[config.mk]
export PLATFORM = sky130hd
export DESIGN_NAME = kts_lane
export DESIGN_NICKNAME = d
export VERILOG_FILES = /design/src/rtl/kts_pkg.sv /design/src/rtl/kts_lane.sv
export SDC_FILE = /design/constraint.sdc
export NUM_CORES = 2
export LEC_CHECK = 0
export BUFFER_PORTS_ARGS = -buffer_cell sky130_fd_sc_hd__buf_2
export CORE_ASPECT_RATIO = 0.8
export CORE_MARGIN = 3
export CORE_UTILIZATION = 32
export CTS_CLUSTER_DIAMETER = 80
export DETAILED_ROUTE_END_ITERATION = 6
export SLEW_MARGIN = 5
export SYNTH_ARGS = -nofsm -noshare
export SYNTH_HDL_FRONTEND = slang
export SYNTH_SLANG_ARGS = --single-unit
[constraint.sdc]
create_clock -name clock -period 8.7 [get_ports clock]
set_input_delay 1.74 -clock clock [delete_from_list [all_inputs] [get_ports clock]]
set_output_delay 1.74 -clock clock [all_outputs]
set_load 0.01 [all_outputs]
[src/rtl/kts_pkg.sv]
// Shared types, constants and register codes for the tracking filter step.
// No dependencies; used by all modules under rtl.
package kts_pkg;

   localparam int LanesDefault = 4;
   localparam int DataWidth    = 32;
   localparam int RegWidth     = 31;
   localparam int CountWidth   = 16;
   localparam int GainWidth    = 17;
   localparam int CsrIdxWidth  = 2;

   localparam logic [RegWidth-1:0] QReset    = 31'd6554;
   localparam logic [RegWidth-1:0] RReset    = 31'd6554;
   localparam logic [RegWidth-1:0] PInitReset = 31'd655360;

   localparam logic [CsrIdxWidth-1:0] RegProcessNoise     = 2'd0;
   localparam logic [CsrIdxWidth-1:0] RegMeasurementNoise = 2'd1;
   localparam logic [CsrIdxWidth-1:0] RegInitialCov       = 2'd2;

   // Saturate a 34-bit signed value into 32 bits.
   function automatic logic signed [DataWidth-1:0] sat32(input logic signed [33:0] v);
      logic signed [33:0] hi;
      logic signed [33:0] lo;
      hi = 34'sd2147483647;
      lo = -34'sd2147483648;
      if (v > hi) begin
         sat32 = 32'sh7fffffff;
      end else if (v < lo) begin
         sat32 = 32'sh80000000;
      end else begin
         sat32 = v[DataWidth-1:0];
      end
   endfunction

endpackage

[src/rtl/kts_lane.sv]
// One filter lane: prediction, residual and gain correction for one component.
// Depends on kts_pkg.
module kts_lane (
   input  logic                                clock,
   input  logic                                reset,
   input  logic                                predict,
   input  logic                                mult,
   input  logic                                correct,
   input  logic signed [kts_pkg::DataWidth-1:0] meas,
   input  logic [kts_pkg::GainWidth-1:0]        gain,
   output logic signed [kts_pkg::DataWidth-1:0] pred,
   output logic signed [kts_pkg::DataWidth-1:0] est
);
   logic signed [kts_pkg::DataWidth-1:0] est_ff, est_in;
   logic signed [kts_pkg::DataWidth-1:0] res_ff, res_in;
   logic signed [kts_pkg::DataWidth-1:0] pred_ff, pred_in;
   logic signed [49:0]                   prod_ff, prod_in;
   logic signed [kts_pkg::DataWidth-1:0] p_next;
   logic signed [49:0]                   rnd;
   logic signed [33:0]                   corr;

   // Predict, multiply, then round and add the correction.
   always_comb begin
      p_next  = kts_pkg::sat32(34'(est_ff) + 34'(res_ff));
      est_in  = est_ff;
      res_in  = res_ff;
      pred_in = pred_ff;
      prod_in = $signed({1'b0, gain}) * 50'(res_ff);
      rnd     = prod_ff + 50'sd32768;
      corr    = 34'(rnd >>> 16);
      if (predict) begin
         est_in  = p_next;
         pred_in = p_next;
         res_in  = kts_pkg::sat32(34'(meas) - 34'(p_next));
      end else if (correct) begin
         est_in = kts_pkg::sat32(34'(est_ff) + corr);
      end
      if (!mult) begin
         prod_in = prod_ff;
      end
   end

   always_ff @(posedge clock) begin
      if (reset) begin
         est_ff <= '0;
         res_ff <= '0;
      end else begin
         est_ff <= est_in;
         res_ff <= res_in;
      end
      pred_ff <= pred_in;
      prod_ff <= prod_in;
   end

   assign pred = pred_ff;
   assign est  = est_ff;
endmodule

==> metrics <==
Post-CTS Hold Buffers 0; Mean Syn Cell Area 8.757 um^2; vias in the first global route 23510; initial antenna violation count 4; Port Buffers 117; DR vias 23370; sequential-to-total area share from yosys stat 0.1129; maxcap violations 0; Synth area leader fa_1; first-pass GRT wire length 138000 um; Peak Freq 123.6 MHz; nature of the critical path endpoint flop; final setup fails 0; share of layout cells above drive strength 1 0.07521; Max-Slew Margin vs Limit 0.2271; nets 4193; Worst-Margin Slew 1158 ps; WP buf/inv 5; number of post-CTS setup repair buffers 0; Fin. Hold Viols 0; Syn Inst Count 3332; Reg area 0.003293 mm^2; setup TNS 0 ps; Cell Count, Final, Fillers Out 4617; Netlist Area Pre-Place 0.02918 mm^2; YS warnings 0; Post-CTS Resized 0; largest cells by area after synthesis fa_1 (36%), ha_1 (9.1%), inv_1 (8.1%); GRT Util Overall 0.1869; die area 0.09486 mm^2; largest net degree at the start of global routing 65; Top FF cell, synth edfxtp_1; flops & latches, synth 131; H-tree lvl count 4; TritonRoute pass-1 iters 6; Post-route DRC 0; post-synth cell types 87; cell repeated most along the worst path fa_1; worst-skew pair later-pin latency 460 ps; Antenna diodes 0; CTS root buffer clkbuf_16; clock-pin transition on the worst setup and hold timing paths 70 ps; Inst Count DP 4585; CP cell instances buf_2 -> buf_4 -> nand2_1 -> fa_1 -> inv_1 -> fa_1 -> inv_1 -> fa_1 -> fa_1 -> fa_1 -> inv_1 -> fa_1 -> ha_1 -> nand4_1 -> nor2_1 -> a211oi_1 -> o21ai_0 -> nand3_1 -> and2_1 -> o311ai_2 -> nand2_1 -> nor4_1 -> o41a_1; EDFF count, synth 67; TritonCTS clock tree yes; Slew Limit Fails 0; clk buf depth 2; drt first-iter violations 1983; Clock Sinks 131; row count 98; syn_nets 4121; Worst Path Required 9030 ps; RePlAce Congestion 0.9202; Synth top area share 0.3581; DIE HEIGHT 276.1 um; area of the multi-input gates 0.02297 mm^2; clock skew 18.87 ps; Filler cells 9253; Wirelength per Cell 19.05 um; minimum clock period 8090 ps; detailed placer's ending HPWL 73290 um; critical path class input pin to flop; area delta synth->final 9.245%; FFs w/ async S/R, synth 0; WHS 586.0 ps; commonest non-fill, non-tap cell in the layout inv_1; Worst path max stage delay 550 ps; element type at the critical path start input pin; post-route ant nets 0; GRT Residual Overflow 0; crit-path max FO 21; min-delay worst type flop to flop; Worst path slowest cell fa_1; clock buffer count from CTS 17; WP data arrival 8420 ps; die width 343.6 um; I/O pins 118; final worst path period share 0.9299; starting density of the core 0.3246; RSZ-0062 raised after global routing false; vias per cell 5.062; most frequent cells in the layout inv_1 (632), fa_1 (522), nand2_1 (458); WL final 87940 um; cell family with most CP delay adder cells; core area 0.08988 mm^2; status finished clean
[worst min-delay path: cells and delay by family (launching register included)]
family	cells	cell delay, ps
flip-flops	1	380
AND/OR/NAND/NOR	1	90
AO/OA/AOI/OAI	1	80
[through the flow]
step	util	area [um^2]	worst slack, ps
floorplan	-	29180	808.8
global placement	0.3480	31280	247.6
detailed placement	0.3480	31280	196.3
CTS	0.3547	31880	654.7
global route	0.3547	31880	150.0
finish	0.3547	31880	610.1
[state kept, by name (all words and copies together), names as in the netlist]
signal / flops
res_ff: 32
est: 32
prod_ff: 35
pred: 32
[final timing paths]
path	cells past startpoint	slack, ps	startpoint	end
setup / recovery	23	610	gain[3]	prod_ff[47]$_DFFE_PP_
hold / removal	2	590	est[5]$_SDFFE_PP0P_	est[5]$_SDFFE_PP0P_
setup reg to reg	25	990	res_ff[3]$_SDFFE_PP0P_	res_ff[1]$_SDFFE_PP0P_
hold reg to reg	2	590	est[5]$_SDFFE_PP0P_	est[5]$_SDFFE_PP0P_
[logic make-up (layout without fill, tap and decap cells)]
kind of cell / Yosys count / in the layout / synth area share
xor gates and xnor gates: 154 / 154 / 0.04674
DFF: 131 / 131 / 0.1129
AOI/OAI and AO/OA: 515 / 515 / 0.1178
and+or+nand+nor: 990 / 990 / 0.1603
adders and majority gates: 768 / 768 / 0.4608
muxes: 4 / 4 / 0.001415
buffers and inverters: 770 / 855 / 0.1001
[metal layers]
metal | wire length [um] | vias to the layer above | GRT usage | share of wire
met5 | 9 | - | 0 | 0.00010
met4 | 1224 | 2 | 0.02767 | 0.014
met3 | 7231 | 81 | 0.04060 | 0.082
met2 | 37970 | 796 | 0.2789 | 0.43
met1 | 41510 | 11830 | 0.2810 | 0.47
li1 | - | 10660 | - | -
[final cells by class]
cell class / instances / share of cell area
clock buffers: 21 / 0.01511
clock inverters: 11 / 0.003533
inverters: 633 / 0.07454
multi-input cells: 2431 / 0.7208
flip-flops and latches: 131 / 0.1033
well taps: 1200 / 0.04710
repair buffers: 190 / 0.03564
[synthesized netlist by cell type, drive strengths merged (5+ instances only)]
library cell  instances
and4                  5
fa                  522
xnor2               100
a21oi               151
dfxtp                64
a22oi                 7
nor2b                13
o21a                 18
o21ai                81
xor2                 54
or3                   6
nand2b               20
a211o                 7
nand2               459
a21o                 68
nor3                 18
o21bai               14
and3                 17
a41oi                11
a31oi                34
ha                  213
maj3                 33
edfxtp               67
clkbuf              119
nor2                151
buf                  18
nand4                21
and2                227
o211ai               15
nand3                39
a211oi               48
inv                 633
Power is left out: the tool's default activity adds up to more than one toggle a clock period on the data nets, which glitch-free logic cannot reach.
